==> src/assert_macros.svh <==
// =============================================================================
// assert_macros.svh
// Clocked assertion shorthands used by the top RTL file of the cache block.
// =============================================================================
`ifndef ASSERT_MACROS_SVH
`define ASSERT_MACROS_SVH

// Check expr at every clock edge outside reset.
`define ASSERT_ALWAYS(label, expr, msg) \
    label: assert property (@(posedge i_clk) disable iff (!i_rst_n) (expr)) \
        else $error(msg);

// Check that ante at one edge implies cons at the same edge.
`define ASSERT_SAME(label, ante, cons, msg) \
    label: assert property (@(posedge i_clk) disable iff (!i_rst_n) \
        (ante) |-> (cons)) else $error(msg);

// Check that ante at one edge implies cons at the next edge.
`define ASSERT_NEXT(label, ante, cons, msg) \
    label: assert property (@(posedge i_clk) disable iff (!i_rst_n) \
        (ante) |=> (cons)) else $error(msg);

`endif

==> src/lrc_pkg.sv <==
// =============================================================================
// lrc_pkg
// Shared sizes, codes and beat types of the LRU lookup cache.
// =============================================================================
package lrc_pkg;

    localparam int ENTRIES = 16;
    localparam int IDX_W   = (ENTRIES > 1) ? $clog2(ENTRIES) : 1;
    localparam int RANK_W  = IDX_W;
    localparam int CNT_W   = $clog2(ENTRIES + 1);
    localparam int KEY_W   = 64;
    localparam int ID_W    = 8;

    // operation codes carried in the command beat
    localparam logic [1:0] MODE_GET = 2'd0;
    localparam logic [1:0] MODE_PUT = 2'd1;
    localparam logic [1:0] MODE_INV = 2'd2;

    // kinds of rank update applied in the second pass
    localparam logic [1:0] UPD_TOUCH  = 2'd0;
    localparam logic [1:0] UPD_INSERT = 2'd1;
    localparam logic [1:0] UPD_DEC    = 2'd2;

    typedef struct packed {
        logic [1:0]       mode;
        logic [KEY_W-1:0] key;
        logic [ID_W-1:0]  server_id;
    } t_cmd;

    typedef struct packed {
        logic            hit;
        logic [ID_W-1:0] found_id;
        logic            evicted;
    } t_result;

    typedef struct packed {
        logic [1:0] kind;
        logic       is_target;
        logic       valid;
    } t_ent_ctl;

    typedef struct packed {
        logic              match;
        logic              above;
        logic [RANK_W-1:0] new_rank;
    } t_ent_eval;

endpackage

==> src/lrc_ram.sv <==
// =============================================================================
// lrc_ram
// Generic simple dual-port RAM: one write port, one read port, registered read.
// =============================================================================
module lrc_ram #(
    parameter int WIDTH = 8,
    parameter int DEPTH = 16
) (
    input  logic                                         i_clk,
    input  logic                                         i_we,
    input  logic [((DEPTH > 1) ? $clog2(DEPTH) : 1)-1:0] i_waddr,
    input  logic [WIDTH-1:0]                             i_wdata,
    input  logic [((DEPTH > 1) ? $clog2(DEPTH) : 1)-1:0] i_raddr,
    output logic [WIDTH-1:0]                             o_rdata
);

    logic [WIDTH-1:0] r_mem [DEPTH];
    logic [WIDTH-1:0] r_rdata;

    always_ff @(posedge i_clk) begin
        if (i_we) begin
            r_mem[i_waddr] <= i_wdata;
        end
        r_rdata <= r_mem[i_raddr];
    end

    assign o_rdata = r_rdata;

endmodule

==> src/lrc_entry_unit.sv <==
// =============================================================================
// lrc_entry_unit
// Shared per-entry datapath: key compare, rank compare and next-rank logic.
// =============================================================================
module lrc_entry_unit (
    input  lrc_pkg::t_ent_ctl                i_ctl,
    input  logic [lrc_pkg::KEY_W-1:0]        i_key,
    input  logic [lrc_pkg::KEY_W-1:0]        i_ent_key,
    input  logic [lrc_pkg::RANK_W-1:0]       i_rank,
    input  logic [lrc_pkg::RANK_W-1:0]       i_ref_rank,
    output lrc_pkg::t_ent_eval               o_eval
);

    logic                        w_above;
    logic                        w_below;
    logic [lrc_pkg::RANK_W-1:0]  w_inc;
    logic [lrc_pkg::RANK_W-1:0]  w_dec;
    logic [lrc_pkg::RANK_W-1:0]  w_new;

    assign w_above = i_rank > i_ref_rank;
    assign w_below = i_rank < i_ref_rank;
    assign w_inc   = i_rank + lrc_pkg::RANK_W'(1);
    assign w_dec   = i_rank - lrc_pkg::RANK_W'(1);

    always_comb begin
        w_new = i_rank;
        if (i_ctl.is_target) begin
            // the removed entry keeps its stale rank; a touched or inserted target goes to most recent
            w_new = (i_ctl.kind == lrc_pkg::UPD_DEC) ? i_rank : '0;
        end else if (i_ctl.valid) begin
            case (i_ctl.kind)
                lrc_pkg::UPD_TOUCH:  w_new = w_below ? w_inc : i_rank;
                lrc_pkg::UPD_INSERT: w_new = w_inc;
                lrc_pkg::UPD_DEC:    w_new = w_above ? w_dec : i_rank;
                default:             w_new = i_rank;
            endcase
        end
    end

    assign o_eval.match    = i_ctl.valid && (i_ent_key == i_key);
    assign o_eval.above    = w_above;
    assign o_eval.new_rank = w_new;

endmodule

==> src/lru_lookup_cache.sv <==
// Each command runs a scan pass over all entries, a decide step and, when ranks
// change, a rank-update pass before the o_done beat; a miss that changes nothing
// skips the rank-update pass. Each pass handles one entry per cycle, and a new
// command is accepted only in idle, after the o_done beat.
// busy stays high from acceptance through the o_done cycle; results cannot stall.
// Reset clears the valid bits at once, so no clearing pass is needed.
// =============================================================================
// lru_lookup_cache
// Fully associative key-to-server-id table with least-recently-used replacement.
// =============================================================================
`include "assert_macros.svh"

module lru_lookup_cache (
    input  logic             i_clk,
    input  logic             i_rst_n,
    input  logic             start,
    output logic             busy,
    input  lrc_pkg::t_cmd    i_cmd,
    output logic             o_done,
    output lrc_pkg::t_result o_result
);

    localparam int ENTRIES = lrc_pkg::ENTRIES;
    localparam int IDX_W   = lrc_pkg::IDX_W;
    localparam int RANK_W  = lrc_pkg::RANK_W;
    localparam int CNT_W   = lrc_pkg::CNT_W;
    localparam int KV_W    = lrc_pkg::KEY_W + lrc_pkg::ID_W;

    localparam logic [2:0] ST_IDLE   = 3'd0;
    localparam logic [2:0] ST_SCAN   = 3'd1;
    localparam logic [2:0] ST_DECIDE = 3'd2;
    localparam logic [2:0] ST_UPD    = 3'd3;
    localparam logic [2:0] ST_RESP   = 3'd4;

    // control state
    logic [2:0]         r_state, n_state;
    logic [CNT_W-1:0]   r_cnt, n_cnt;
    logic               r_rv, n_rv;
    logic [IDX_W-1:0]   r_pidx, n_pidx;
    logic [ENTRIES-1:0] r_valid, n_valid;

    // command and scan trackers
    lrc_pkg::t_cmd      r_cmd, n_cmd;
    logic               r_hit, n_hit;
    logic [IDX_W-1:0]   r_hit_idx, n_hit_idx;
    logic [RANK_W-1:0]  r_hit_rank, n_hit_rank;
    logic [lrc_pkg::ID_W-1:0] r_hit_id, n_hit_id;
    logic               r_free_ok, n_free_ok;
    logic [IDX_W-1:0]   r_free_idx, n_free_idx;
    logic [RANK_W-1:0]  r_max_rank, n_max_rank;
    logic [IDX_W-1:0]   r_lru_idx, n_lru_idx;
    logic [IDX_W-1:0]   r_tgt_idx, n_tgt_idx;
    logic [RANK_W-1:0]  r_tgt_rank, n_tgt_rank;
    logic [1:0]         r_kind, n_kind;
    lrc_pkg::t_result   r_res, n_res;

    // datapath wires
    logic               w_rd_ok;
    logic [IDX_W-1:0]   w_raddr;
    logic               w_kv_we;
    logic [IDX_W-1:0]   w_kv_waddr;
    logic [KV_W-1:0]    w_kv_wdata;
    logic [KV_W-1:0]    w_kv_rdata;
    logic               w_rk_we;
    logic [RANK_W-1:0]  w_rk_rdata;
    logic [RANK_W-1:0]  w_ref_rank;
    logic               w_evict;
    lrc_pkg::t_ent_ctl  w_ctl;
    lrc_pkg::t_ent_eval w_eval;

    assign w_rd_ok = r_cnt < CNT_W'(ENTRIES);
    assign w_raddr = r_cnt[IDX_W-1:0];

    lrc_ram #(
        .WIDTH (KV_W),
        .DEPTH (ENTRIES)
    ) u_kv_ram (
        .i_clk   (i_clk),
        .i_we    (w_kv_we),
        .i_waddr (w_kv_waddr),
        .i_wdata (w_kv_wdata),
        .i_raddr (w_raddr),
        .o_rdata (w_kv_rdata)
    );

    lrc_ram #(
        .WIDTH (RANK_W),
        .DEPTH (ENTRIES)
    ) u_rank_ram (
        .i_clk   (i_clk),
        .i_we    (w_rk_we),
        .i_waddr (r_pidx),
        .i_wdata (w_eval.new_rank),
        .i_raddr (w_raddr),
        .o_rdata (w_rk_rdata)
    );

    assign w_ref_rank      = (r_state == ST_SCAN) ? r_max_rank : r_tgt_rank;
    assign w_ctl.kind      = r_kind;
    assign w_ctl.is_target = (r_pidx == r_tgt_idx);
    assign w_ctl.valid     = r_valid[r_pidx];

    lrc_entry_unit u_entry (
        .i_ctl      (w_ctl),
        .i_key      (r_cmd.key),
        .i_ent_key  (w_kv_rdata[KV_W-1 -: lrc_pkg::KEY_W]),
        .i_rank     (w_rk_rdata),
        .i_ref_rank (w_ref_rank),
        .o_eval     (w_eval)
    );

    assign w_rk_we = (r_state == ST_UPD) && r_rv;
    assign w_evict = (r_cmd.mode == lrc_pkg::MODE_PUT) && !r_hit && !r_free_ok;

    always_comb begin
        n_state    = r_state;
        n_cnt      = r_cnt;
        n_rv       = r_rv;
        n_pidx     = r_pidx;
        n_valid    = r_valid;
        n_cmd      = r_cmd;
        n_hit      = r_hit;
        n_hit_idx  = r_hit_idx;
        n_hit_rank = r_hit_rank;
        n_hit_id   = r_hit_id;
        n_free_ok  = r_free_ok;
        n_free_idx = r_free_idx;
        n_max_rank = r_max_rank;
        n_lru_idx  = r_lru_idx;
        n_tgt_idx  = r_tgt_idx;
        n_tgt_rank = r_tgt_rank;
        n_kind     = r_kind;
        n_res      = r_res;
        w_kv_we    = 1'b0;
        w_kv_waddr = r_tgt_idx;
        w_kv_wdata = {r_cmd.key, r_cmd.server_id};

        case (r_state)
            ST_IDLE: begin
                if (start) begin
                    n_cmd      = i_cmd;
                    n_cnt      = '0;
                    n_rv       = 1'b0;
                    n_hit      = 1'b0;
                    n_free_ok  = 1'b0;
                    n_max_rank = '0;
                    n_lru_idx  = '0;
                    n_kind     = lrc_pkg::UPD_TOUCH;
                    n_state    = ST_SCAN;
                end
            end
            ST_SCAN: begin
                n_rv   = w_rd_ok;
                n_pidx = w_raddr;
                n_cnt  = r_cnt + CNT_W'(w_rd_ok);
                if (r_rv) begin
                    if (w_eval.match && !r_hit) begin
                        n_hit      = 1'b1;
                        n_hit_idx  = r_pidx;
                        n_hit_rank = w_rk_rdata;
                        n_hit_id   = w_kv_rdata[lrc_pkg::ID_W-1:0];
                    end
                    if (!w_ctl.valid && !r_free_ok) begin
                        n_free_ok  = 1'b1;
                        n_free_idx = r_pidx;
                    end
                    if (w_ctl.valid && w_eval.above) begin
                        n_max_rank = w_rk_rdata;
                        n_lru_idx  = r_pidx;
                    end
                end
                if (!w_rd_ok && r_rv) begin
                    n_state = ST_DECIDE;
                end
            end
            ST_DECIDE: begin
                n_cnt   = '0;
                n_rv    = 1'b0;
                n_res   = '0;
                n_state = ST_RESP;
                case (r_cmd.mode)
                    lrc_pkg::MODE_GET: begin
                        if (r_hit) begin
                            n_res.hit      = 1'b1;
                            n_res.found_id = r_hit_id;
                            n_kind         = lrc_pkg::UPD_TOUCH;
                            n_tgt_idx      = r_hit_idx;
                            n_tgt_rank     = r_hit_rank;
                            n_state        = ST_UPD;
                        end
                    end
                    lrc_pkg::MODE_PUT: begin
                        if (r_hit) begin
                            n_res.hit      = 1'b1;
                            n_res.found_id = r_cmd.server_id;
                            n_kind         = lrc_pkg::UPD_TOUCH;
                            n_tgt_idx      = r_hit_idx;
                            n_tgt_rank     = r_hit_rank;
                        end else if (r_free_ok) begin
                            n_kind         = lrc_pkg::UPD_INSERT;
                            n_tgt_idx      = r_free_idx;
                            n_tgt_rank     = '0;
                        end else begin
                            n_res.evicted  = 1'b1;
                            n_kind         = lrc_pkg::UPD_TOUCH;
                            n_tgt_idx      = r_lru_idx;
                            n_tgt_rank     = r_max_rank;
                        end
                        // write the key and id now; the rank pass does not use them
                        w_kv_we            = 1'b1;
                        w_kv_waddr         = n_tgt_idx;
                        n_valid[n_tgt_idx] = 1'b1;
                        n_state            = ST_UPD;
                    end
                    lrc_pkg::MODE_INV: begin
                        if (r_hit) begin
                            n_res.hit          = 1'b1;
                            n_res.found_id     = r_hit_id;
                            n_kind             = lrc_pkg::UPD_DEC;
                            n_tgt_idx          = r_hit_idx;
                            n_tgt_rank         = r_hit_rank;
                            n_valid[r_hit_idx] = 1'b0;
                            n_state            = ST_UPD;
                        end
                    end
                    default: begin
                        n_state = ST_RESP;
                    end
                endcase
            end
            ST_UPD: begin
                n_rv   = w_rd_ok;
                n_pidx = w_raddr;
                n_cnt  = r_cnt + CNT_W'(w_rd_ok);
                if (!w_rd_ok && r_rv) begin
                    n_state = ST_RESP;
                end
            end
            ST_RESP: begin
                n_state = ST_IDLE;
            end
            default: begin
                n_state = ST_IDLE;
            end
        endcase
    end

    always_ff @(posedge i_clk) begin
        if (!i_rst_n) begin
            r_state <= ST_IDLE;
            r_cnt   <= '0;
            r_rv    <= 1'b0;
            r_pidx  <= '0;
            r_valid <= '0;
        end else begin
            r_state <= n_state;
            r_cnt   <= n_cnt;
            r_rv    <= n_rv;
            r_pidx  <= n_pidx;
            r_valid <= n_valid;
        end
    end

    always_ff @(posedge i_clk) begin
        r_cmd      <= n_cmd;
        r_hit      <= n_hit;
        r_hit_idx  <= n_hit_idx;
        r_hit_rank <= n_hit_rank;
        r_hit_id   <= n_hit_id;
        r_free_ok  <= n_free_ok;
        r_free_idx <= n_free_idx;
        r_max_rank <= n_max_rank;
        r_lru_idx  <= n_lru_idx;
        r_tgt_idx  <= n_tgt_idx;
        r_tgt_rank <= n_tgt_rank;
        r_kind     <= n_kind;
        r_res      <= n_res;
    end

    assign busy     = (r_state != ST_IDLE);
    assign o_done   = (r_state == ST_RESP);
    assign o_result = r_res;

    `ASSERT_NEXT(a_done_single, o_done, !o_done, "done beat lasted more than one cycle")
    `ASSERT_NEXT(a_start_busy, start && !busy, busy, "accepted command did not raise busy")
    `ASSERT_SAME(a_evict_full, (r_state == ST_DECIDE) && w_evict, &r_valid,
                 "eviction chosen while a free slot exists")
    `ASSERT_SAME(a_miss_zero, o_done && !o_result.hit, o_result.found_id == '0,
                 "miss reported a nonzero server id")
    `ASSERT_SAME(a_evict_miss, o_done && o_result.evicted, !o_result.hit,
                 "eviction reported together with a hit")

endmodule
==> config.mk <==
export PLATFORM = sky130hd
export DESIGN_NAME = lru_lookup_cache
export DESIGN_NICKNAME = d
export VERILOG_FILES = /design/src/lrc_pkg.sv /design/src/lrc_ram.sv /design/src/lrc_entry_unit.sv /design/src/lru_lookup_cache.sv
export VERILOG_INCLUDE_DIRS = /design/src /design/src/src
export SDC_FILE = /design/constraint.sdc
export NUM_CORES = 1
export LEC_CHECK = 0
export BUFFER_PORTS_ARGS = -buffer_cell sky130_fd_sc_hd__clkbuf_2
export CAP_MARGIN = 10
export CORE_MARGIN = 4
export CORE_UTILIZATION = 30
export CTS_BUF_LIST = sky130_fd_sc_hd__clkbuf_2 sky130_fd_sc_hd__clkbuf_4 sky130_fd_sc_hd__clkbuf_8
export DETAILED_ROUTE_END_ITERATION = 6
export GPL_TIMING_DRIVEN = 0
export SYNTH_ARGS = -nofsm -noshare
export SYNTH_HDL_FRONTEND = slang
export SYNTH_HIERARCHICAL = 1
export SYNTH_SLANG_ARGS = --single-unit
==> constraint.sdc <==
create_clock -name i_clk -period 16.05 [get_ports i_clk]
set_clock_uncertainty 0.2 [all_clocks]
set_input_delay 0.8025 -clock i_clk [delete_from_list [all_inputs] [get_ports i_clk]]
set_output_delay 0.8025 -clock i_clk [all_outputs]
set_load 0.05 [all_outputs]
* After elaboration in Yosys (flattened, before gate mapping)
Memory sizes are Yosys's and may differ from the RTL's. A register that Yosys moved wholly into a read port is not among the register bits. Cells that the tools add are included.
Storage, ports and cells: flip-flop bits (word level) 153, memory bits (writable) 1216, input port bits 77, output and inout port bits 12, word-level logic and storage cells 163, memories 2
Cells by class: add/subtract/negate cells 3, order comparisons 8, equal/unequal tests 22, muxes and demuxes 67, bitwise gates (word level) 4, reduce and logical (&&, ||, !) cells 35
Memory list:
- u_kv_ram.r_mem | depth 16, bits a word 72, read ports 1, clocked after memory_dff 1, wr ports 1, RTL line lrc_ram.sv:17 | logic [WIDTH-1:0] r_mem [DEPTH];
- u_rank_ram.r_mem | depth 16, bits a word 4, read ports 1, clocked after memory_dff 1, wr ports 1, RTL line lrc_ram.sv:17
Operators by type and width (number):
- $mux 4 | 21
- $eq 64x64->1 | 1
- $pmux 16 s2 | 1
- $pmux 4 s2 | 4
- $mux 9 | 2
- $pmux 9 s2 | 1
- $and 16x16->16 | 1
- $mux 1 | 16
- $mux 16 | 1
- $not 16->16 | 1
- $or 16x16->16 | 1
- $lt 4x5->1 const B | 3
- $pmux 5 s3 | 1
- $reduce_and 3->1 | 5
- $mux 3 | 4
- $ne 2x1->1 const B | 6
- $pmux 3 s4 | 1
- $pmux 4 s3 | 1
- $reduce_and 4->1 | 3
- $demux 1 s4 | 2
- $ge 4x1->1 const B | 2
- $logic_and 1x1->1 | 8
- $mux 2 | 4
- $reduce_bool 2->1 | 4
- 30 further kinds | 45

* Depth between registers and ports, before layout
Gate-level depths: netlist (run 1).
depth in word-level cells 10, depth in mapped cells 15

* By module
Netlist (run 1), hierarchy kept.
Modules (own cells, without submodules):
- lrc_ram at u_kv_ram | times used 1, cells an instance 1850, area an instance 44550.2 um2, seq. area each 36034.6 um2
- lru_lookup_cache | times used 1, cells an instance 425, area an instance 6079.6 um2, seq. area each 4304.1 um2
- lrc_ram at u_rank_ram | times used 1, cells an instance 130, area an instance 2666.3 um2, seq. area each 2001.9 um2
- lrc_entry_unit | times used 1, cells an instance 163, area an instance 1168.6 um2, seq. area each 0.0 um2

* Worst setup path before layout (run 1)
No wires, ideal clock.
kind reg2reg, from register r_free_ok, to memory u_kv_ram/r_mem[0][0] (netlist name), enable pin, setup time 0.590 ns, data arrival time 6.844 ns, slack 8.416 ns, stages on the path, launching flop included 7, path buffers 1, period minus slack after synthesis 7.634 ns, cells stage by stage edfxtp_1 buf_2 mux2_2 mux2i_1 o21ai_0 or3b_2 nor3_1
On the way: cells in the longest elaborated chain, start to end 6
RTL lines:
- from (decl) | RTL line lru_lookup_cache.sv:48 | logic r_free_ok, n_free_ok;
- from (signal assigned) | RTL line lru_lookup_cache.sv:270 | r_free_ok <= n_free_ok;
- $mux 4 | RTL line lru_lookup_cache.sv:199 | end else if (r_free_ok) begin
- $mux 4 | RTL line lru_lookup_cache.sv:193 | if (r_hit) begin
- $mux 4 | RTL line lru_lookup_cache.sv:181 | case (r_cmd.mode)
- $mux 4 | RTL line lru_lookup_cache.sv:138 | case (r_state)
- $mux 4 | RTL line lru_lookup_cache.sv:181
- $mux 4 | RTL line lru_lookup_cache.sv:138
- via w_kv_waddr[3] | RTL line lru_lookup_cache.sv:61 | logic [IDX_W-1:0] w_kv_waddr;
- to (decl) | RTL line lrc_ram.sv:17
The timed path passes the listed nets, and every way through them passes these cells. The select of a mux whose other input is x is not followed.

==> flow_metrics.env, run 1 <==
export IMPL_setup_violations=0
export IMPL_m1WireLength_um=59700
export IMPL_drtIter0Drc=2748
export IMPL_placed_cell_area_um2=59500
export IMPL_drive_gt1_share_pct=29.7
export IMPL_post_drt_wl_per_cell_um=24.6
export IMPL_leakage_nw=20.5
export IMPL_synthesis_area_um2=54500
export IMPL_post_synth_top_flop="sky130_fd_sc_hd__edfxtp_1"
export IMPL_critical_path_endpoint_type="register"
export IMPL_finish_net_count=3141
export IMPL_viasPerCell=4.94
export IMPL_dieArea_um2=188000
export IMPL_hold_viol_final=0
export IMPL_postSynthCellCount=2568
export IMPL_gp_routability_congestion=0.755
export IMPL_cellPowerDensity_nw_per_um2=119
export IMPL_synth_common_cells="sky130_fd_sc_hd__edfxtp_1, sky130_fd_sc_hd__mux4_2, sky130_fd_sc_hd__a22oi_1, sky130_fd_sc_hd__nand2_1, sky130_fd_sc_hd__dfxtp_1"
export IMPL_worst_hold_path_num_cells=0
export IMPL_vias=27800
export IMPL_finalSetupTns_ps=0
export IMPL_portBuffers=87
export IMPL_floorplan_die_width_um=434
export IMPL_initial_utilization_pct=30.2
export IMPL_cts_tree="yes"
export IMPL_fmaxAchievable_mhz=205
export IMPL_ys_types=71
export IMPL_crit_path_max_fanout=12
export IMPL_irDropWorstVdd_mv=0.0833
export IMPL_row_cnt=156
export IMPL_synth_largest_area_cell="sky130_fd_sc_hd__edfxtp_1"
export IMPL_syn_avg_cell_area_um2=21.2
export IMPL_path_class="register to register"
export IMPL_switching_share_pct=21.6
export IMPL_rr_worst_depth=13
export IMPL_post_dp_hpwl_um=89300
export IMPL_synth_edf_count=1340
export IMPL_cp_data_required_time_ps=16460
export IMPL_timing_hold_worst_class="register to register"
export IMPL_worst_skew_pair_late_latency_ps=920
export IMPL_clock_tree_htree_level_count=4
export IMPL_outcome="complete, no violations"
export IMPL_yosys_cell_count_top_type="sky130_fd_sc_hd__edfxtp_1"
export IMPL_cell_internal_pwr_w=0.00607
export IMPL_detailroute_wirelength_met3_um=9410
export IMPL_synthDominantCellAreaShare_pct=73.9
export IMPL_cts_sinks=1445
export IMPL_worst_slew_pin_transition_ps=1170
export IMPL_syn2layout_area_growth_pct=19.6
export IMPL_ys_warnings_count=6
export IMPL_ys_ff_latch=1445
export IMPL_rsz0062_at_grt="false"
export IMPL_final_period_minus_worst_setup_slack_ps=4870
export IMPL_drc=0
export IMPL_cts_made_buffers=226
export IMPL_overall_routing_resource_usage_pct=14.7
export IMPL_antenna_left=0
export IMPL_max_cap_violations=0
export IMPL_postCtsSetupBuffers=0
export IMPL_grt_overflow_total=0
export IMPL_share_seq_of_total_power_pct=54.4
export IMPL_ios=89
export IMPL_number_of_resized_instances_in_the_post_cts_repair_step=0
export IMPL_global_route_wire_length_before_repair_um=201000
export IMPL_route_top_layer_used="met4"
export IMPL_worst_setup_hold_path_clk_slew_ps=60
export IMPL_ys_top_cells_by_area="sky130_fd_sc_hd__edfxtp_1, sky130_fd_sc_hd__mux4_2, sky130_fd_sc_hd__dfxtp_1, sky130_fd_sc_hd__a22oi_1, sky130_fd_sc_hd__nand2_1"
export IMPL_grt_start_max_net_pins=47
export IMPL_worst_ep_arrival_time_ps=5280
export IMPL_synth_net_count=2658
export IMPL_first_global_vias=28300
export IMPL_hold_buffers=75
export IMPL_switching_power_w=0.00167
export IMPL_power_combinational_fraction_pct=3.7
export IMPL_grt_antenna_before_repair=5
export IMPL_clockPowerShare_pct=41.9
export IMPL_max_slew_margin_rel_pct=21.2
export IMPL_core_area_um2=181000
export IMPL_slew_violations=0
export IMPL_clock_tree_buffer_depth=3
export IMPL_dr_wl_met2_um=66600
export IMPL_ys_seq_area_share_pct=77.7
export IMPL_floorplan_die_height_um=434
export IMPL_cts_root_buf="sky130_fd_sc_hd__clkbuf_8"
export IMPL_postLayoutCellArea_um2=65100
export IMPL_ys_async_sr_fraction_pct=0
export IMPL_routed_wl_um=138000
export IMPL_drt_pass1_iterations=5
export IMPL_cp_start_kind="register"
export IMPL_final_min_period_over_clock_period_pct=30.4
[power groups by stage]
stage          Combinational [W]  Clock [W]  Sequential [W]
2_1_floorplan           0.000182          0         0.00426
3_3_place_gp            0.000275          0         0.00429
3_5_place_dp            0.000277          0         0.00429
4_1_cts                 0.000294    0.00333         0.00421
5_1_grt                 0.000309    0.00351         0.00422
6_report                0.000287    0.00324         0.00421
[area by class of cell]
type / count / area, µm²
Antenna cell: 2 / 5.00
Buffer: 123 / 686
Clock buffer: 345 / 4180
Clock inverter: 79 / 652
Fill cell: 16500 / 115000
Inverter: 30 / 123
Multi-Input combinational cell: 970 / 11400
Sequential cell: 1445 / 42300
Tap cell: 2370 / 2970
Timing Repair Buffer: 255 / 2740
[placed cells by master (no fill, tap or decap), types with 10 or more instances in the layout]
master,instances
sky130_fd_sc_hd__a21oi_1,11
sky130_fd_sc_hd__a22oi_1,161
sky130_fd_sc_hd__and2_1,14
sky130_fd_sc_hd__buf_12,34
sky130_fd_sc_hd__buf_16,13
sky130_fd_sc_hd__buf_2,18
sky130_fd_sc_hd__buf_4,12
sky130_fd_sc_hd__buf_6,56
sky130_fd_sc_hd__clkbuf_1,67
sky130_fd_sc_hd__clkbuf_2,87
sky130_fd_sc_hd__clkbuf_4,91
sky130_fd_sc_hd__clkbuf_8,254
sky130_fd_sc_hd__clkinv_1,29
sky130_fd_sc_hd__clkinv_2,27
sky130_fd_sc_hd__dfxtp_1,105
sky130_fd_sc_hd__dlygate4sd3_1,75
sky130_fd_sc_hd__edfxtp_1,1340
sky130_fd_sc_hd__ha_1,13
sky130_fd_sc_hd__inv_1,26
sky130_fd_sc_hd__mux2_2,10
sky130_fd_sc_hd__mux2i_1,13
sky130_fd_sc_hd__mux4_1,14
sky130_fd_sc_hd__mux4_2,291
sky130_fd_sc_hd__nand2_1,132
sky130_fd_sc_hd__nand3_1,19
sky130_fd_sc_hd__nand3b_1,11
sky130_fd_sc_hd__nand4_1,13
sky130_fd_sc_hd__nor2_1,36
sky130_fd_sc_hd__nor2_4,12
sky130_fd_sc_hd__nor2b_1,16
sky130_fd_sc_hd__nor3_1,13
sky130_fd_sc_hd__nor4_1,12
sky130_fd_sc_hd__o21ai_0,13
sky130_fd_sc_hd__xnor2_1,37
sky130_fd_sc_hd__xor2_1,23
[logic make-up (layout without fill, tap and decap cells)]
logic type / count (synthesis) / after routing / synth area share, %
DFF: 1445 / 1445 / 77.7
xor gates and xnor gates: 60 / 60 / 0.965
and+or+nand+nor: 325 / 325 / 2.99
AOI/OAI and AO/OA: 243 / 243 / 3.34
muxes: 329 / 329 / 13.2
other: 0 / 2 / 0
adders and majority gates: 13 / 13 / 0.299
buffers and inverters: 153 / 832 / 1.48
[worst max-delay path: stages (launching register included)]
cell and delay (ps):
sky130_fd_sc_hd__dfxtp_1 600, sky130_fd_sc_hd__buf_2 410, sky130_fd_sc_hd__mux2i_1 160, sky130_fd_sc_hd__mux4_2 550, sky130_fd_sc_hd__o21ai_0 460, sky130_fd_sc_hd__buf_2 320, sky130_fd_sc_hd__o21ai_0 110, sky130_fd_sc_hd__nor4_1 360
sky130_fd_sc_hd__nand4_1 140, sky130_fd_sc_hd__nor4_1 350, sky130_fd_sc_hd__buf_2 260, sky130_fd_sc_hd__nand2b_1 100, sky130_fd_sc_hd__nor2_2 320, sky130_fd_sc_hd__buf_8 210
[final timing paths]
kind | slack [ps] | to | from
max | 11180 | r_hit_id[0] | r_pidx[2]
min | 200 | r_hit_id[4] | u_kv_ram/o_rdata[4]
max reg2reg | 11180 | r_hit_id[0] | r_pidx[2]
min reg2reg | 200 | r_hit_id[4] | u_kv_ram/o_rdata[4]
[registers in the layout (all words and copies together), names as in the netlist, 5 cells and up]
name,flops
u_kv_ram/r_mem,1152
r_cmd,74
u_kv_ram/o_rdata,72
u_rank_ram/r_mem,64
r_valid,16
o_result,10
r_hit_id,8
r_cnt,5
[through the flow]
step                      util, %  cells  setup slack, ps  hold WS, ps  total power (W)
after floorplan                 -   2568             8420          186          0.00444
after global placement       32.0   5025              994          186          0.00456
after detailed placement     33.0   5117            11220          191          0.00457
after CTS                    36.1   5616            11190         95.5          0.00783
after global routing         36.1   5618            10840          170          0.00803
final                        36.1   5619            11180          198          0.00774
[metal layers]
metal / global-route usage, % / vias up
met5: 0 / -
met1: 20.4 / 14800
met4: 4.23 / 0
met3: 2.84 / 194
li1: - / 11700
met2: 23.5 / 1062
Note: power is estimated with default switching activity, not from simulation.
==> run 2, diff against run 1 <==
clock period = 3.99 ns   (was 16.05 ns; I/O delays follow)
==> run 2 against run 1 <==
Worst setup slack got worse by 11000 ps; first-iteration DRC count grew 8.1%; combinational power grew to 4.3 times the previous value; count of clock-buffer cells in the layout is 35 lower; register-to-register slack worse by 11000 ps.
==> flow_metrics.env, run 2 (synthesized netlist as in run 1, its figures left out) <==
export IMPL_hold_viol_final=0
export IMPL_hold_path_start="i_rst_n"
export IMPL_worst_slew_pin_transition_ps=1220
export IMPL_postLayoutCellArea_um2=65900
export IMPL_outcome="complete, no violations"
export IMPL_floorplan_die_width_um=434
export IMPL_max_cap_violations=0
export IMPL_portBuffers=87
export IMPL_path_class="register to register"
export IMPL_worst_ep_arrival_time_ps=4190
export IMPL_cts_tree="yes"
export IMPL_cts_made_buffers=215
export IMPL_global_route_wire_length_before_repair_um=198000
export IMPL_post_dp_hpwl_um=86800
export IMPL_cts_root_buf="sky130_fd_sc_hd__clkbuf_8"
export IMPL_clock_tree_htree_level_count=4
export IMPL_grt_antenna_before_repair=3
export IMPL_antenna_left=0
export IMPL_final_fill_count=16500
export IMPL_post_drt_wl_per_cell_um=23.9
export IMPL_ios=89
export IMPL_syn2layout_area_growth_pct=21.1
export IMPL_rsz0062_at_grt="true"
export IMPL_drt_pass1_iterations=5
export IMPL_worst_setup_hold_path_clk_slew_ps=70
export IMPL_drive_gt1_share_pct=29.2
export IMPL_fmaxAchievable_mhz=263
export IMPL_critical_path_endpoint_type="register"
export IMPL_max_flop_register="u_kv_ram/r_mem"
export IMPL_grt_start_max_net_pins=44
export IMPL_overall_routing_resource_usage_pct=14.3
export IMPL_worst_skew_pair_late_latency_ps=930
export IMPL_finalSetupTns_ps=0
export IMPL_area_of_the_multi_input_gates_um2=11600
export IMPL_row_cnt=156
export IMPL_drc=0
export IMPL_crit_path_max_fanout=10
export IMPL_cellPowerDensity_nw_per_um2=467
export IMPL_cp_data_required_time_ps=4370
export IMPL_gp_routability_congestion=0.786
export IMPL_worst_hold_slack_ps=155
export IMPL_total_power_w=0.0308
export IMPL_finish_cell_count_without_fillers=5684
export IMPL_placed_cell_area_um2=59400
export IMPL_core_area_um2=181000
export IMPL_seq_area_um2=42300
export IMPL_worst_r2r_startpoint="r_state[2]"
export IMPL_mostFrequentLayoutCell="sky130_fd_sc_hd__edfxtp_1"
export IMPL_first_global_vias=28500
export IMPL_cts_sinks=1445
export IMPL_grt_overflow_total=0
export IMPL_slew_violations=0
export IMPL_final_period_minus_worst_setup_slack_ps=3800
export IMPL_cp_start_kind="register"
export IMPL_final_min_period_over_clock_period_pct=95.3
export IMPL_floorplan_die_height_um=434
export IMPL_dieArea_um2=188000
export IMPL_finish_net_count=3213
export IMPL_vias=28100
export IMPL_setup_violations=0
export IMPL_critical_path_startpoint="r_state[2]"
export IMPL_leakage_nw=20.9
export IMPL_place_detailed_instances=5089
export IMPL_viasPerCell=4.94
export IMPL_timing_hold_worst_class="primary input to register"
export IMPL_final_cell_mix="sky130_fd_sc_hd__edfxtp_1, sky130_fd_sc_hd__mux4_2, sky130_fd_sc_hd__clkbuf_8"
export IMPL_initial_utilization_pct=30.2
export IMPL_number_of_flip_flops_in_the_largest_register=1152
export IMPL_max_slew_margin_rel_pct=18.4
export IMPL_drtIter0Drc=2971
export IMPL_routed_wl_um=136000
export IMPL_irDropWorstVdd_mv=0.335
export IMPL_clock_tree_buffer_depth=3
run 2: cell count changes in the layout (fill, tap and decap cells not counted), sizes merged:
cell         before  now
buf             149  155
bufinv            7   10
clkbuf          499  464
clkinv           61   70
clkinvlp          4    0
diode             2    7
dlygate4sd3      75  152
inv              37   41
run 2: routing by layer:
| metal | GRT usage (%) | share of wire (%) | up-vias |
|---|---|---|---|
| met3 | 2.92 | 7.5 | 181 |
| met1 | 19.9 | 43 | 15000 |
| met4 | 3.44 | 1.8 | 0 |
| met5 | 0 | 0 | - |
| li1 | - | - | 11800 |
| met2 | 23.1 | 48 | 1111 |
run 2: critical path, cell delays in order (launching register included):
cell                       delay [ps]
sky130_fd_sc_hd__dfxtp_1          320
sky130_fd_sc_hd__clkbuf_1         200
sky130_fd_sc_hd__nand2b_2         290
sky130_fd_sc_hd__nor2_4           190
sky130_fd_sc_hd__mux2_2           350
sky130_fd_sc_hd__inv_1             60
sky130_fd_sc_hd__ha_1             270
sky130_fd_sc_hd__a21oi_1          290
sky130_fd_sc_hd__nand2_2          140
sky130_fd_sc_hd__nand2_4          100
sky130_fd_sc_hd__inv_4             50
sky130_fd_sc_hd__buf_4            140
sky130_fd_sc_hd__and4_1           160
sky130_fd_sc_hd__and4_1           190
sky130_fd_sc_hd__or3_1            490
run 2: through the flow:
stage | setup slack (ps) | util, %
final | 186 | 36.5
after global routing | -23.1 | 36.5
after CTS | 15.6 | 36.3
after detailed placement | -1700 | 32.9
after global placement | -2810 | 32.1
after floorplan | -118 | -
run 2: layout make-up:
cell class	count	area share, %
sequential	1445	64.2
buffer	123	1.08
multi-input combinational	970	17.6
timing repair buffer	338	5.45
tap	2370	4.50
antenna	7	0.0266
clock buffer	310	5.67
inverter	30	0.190
clock inverter	91	1.27
run 2: power breakdown:
group / total, W / internal (W) / switching, W
sequential: 0.0169 / 0.0167 / 0.000247
clock: 0.0126 / 0.00678 / 0.00584
combinational: 0.00122 / 0.000592 / 0.000629
total: 0.0308 / 0.0241 / 0.00671
run 2: final timing paths:
kind	end	slack, ps	depth (start not counted)
worst max-delay path	r_max_rank[1]	190	14
worst min register to register	r_hit_id[4]	200	0
worst min-delay path	r_valid[0]	150	4
worst max register to register	r_max_rank[1]	190	14
run 2: repair_timing:
item,in CTS,in global routing
hold endpoints to repair,107,0
endpoints found under the setup margin,799,172
hold buffers,152,0
setup buffers,5,30
gates resized for setup,20,13
gates cloned,0,0
pin swaps,6,10
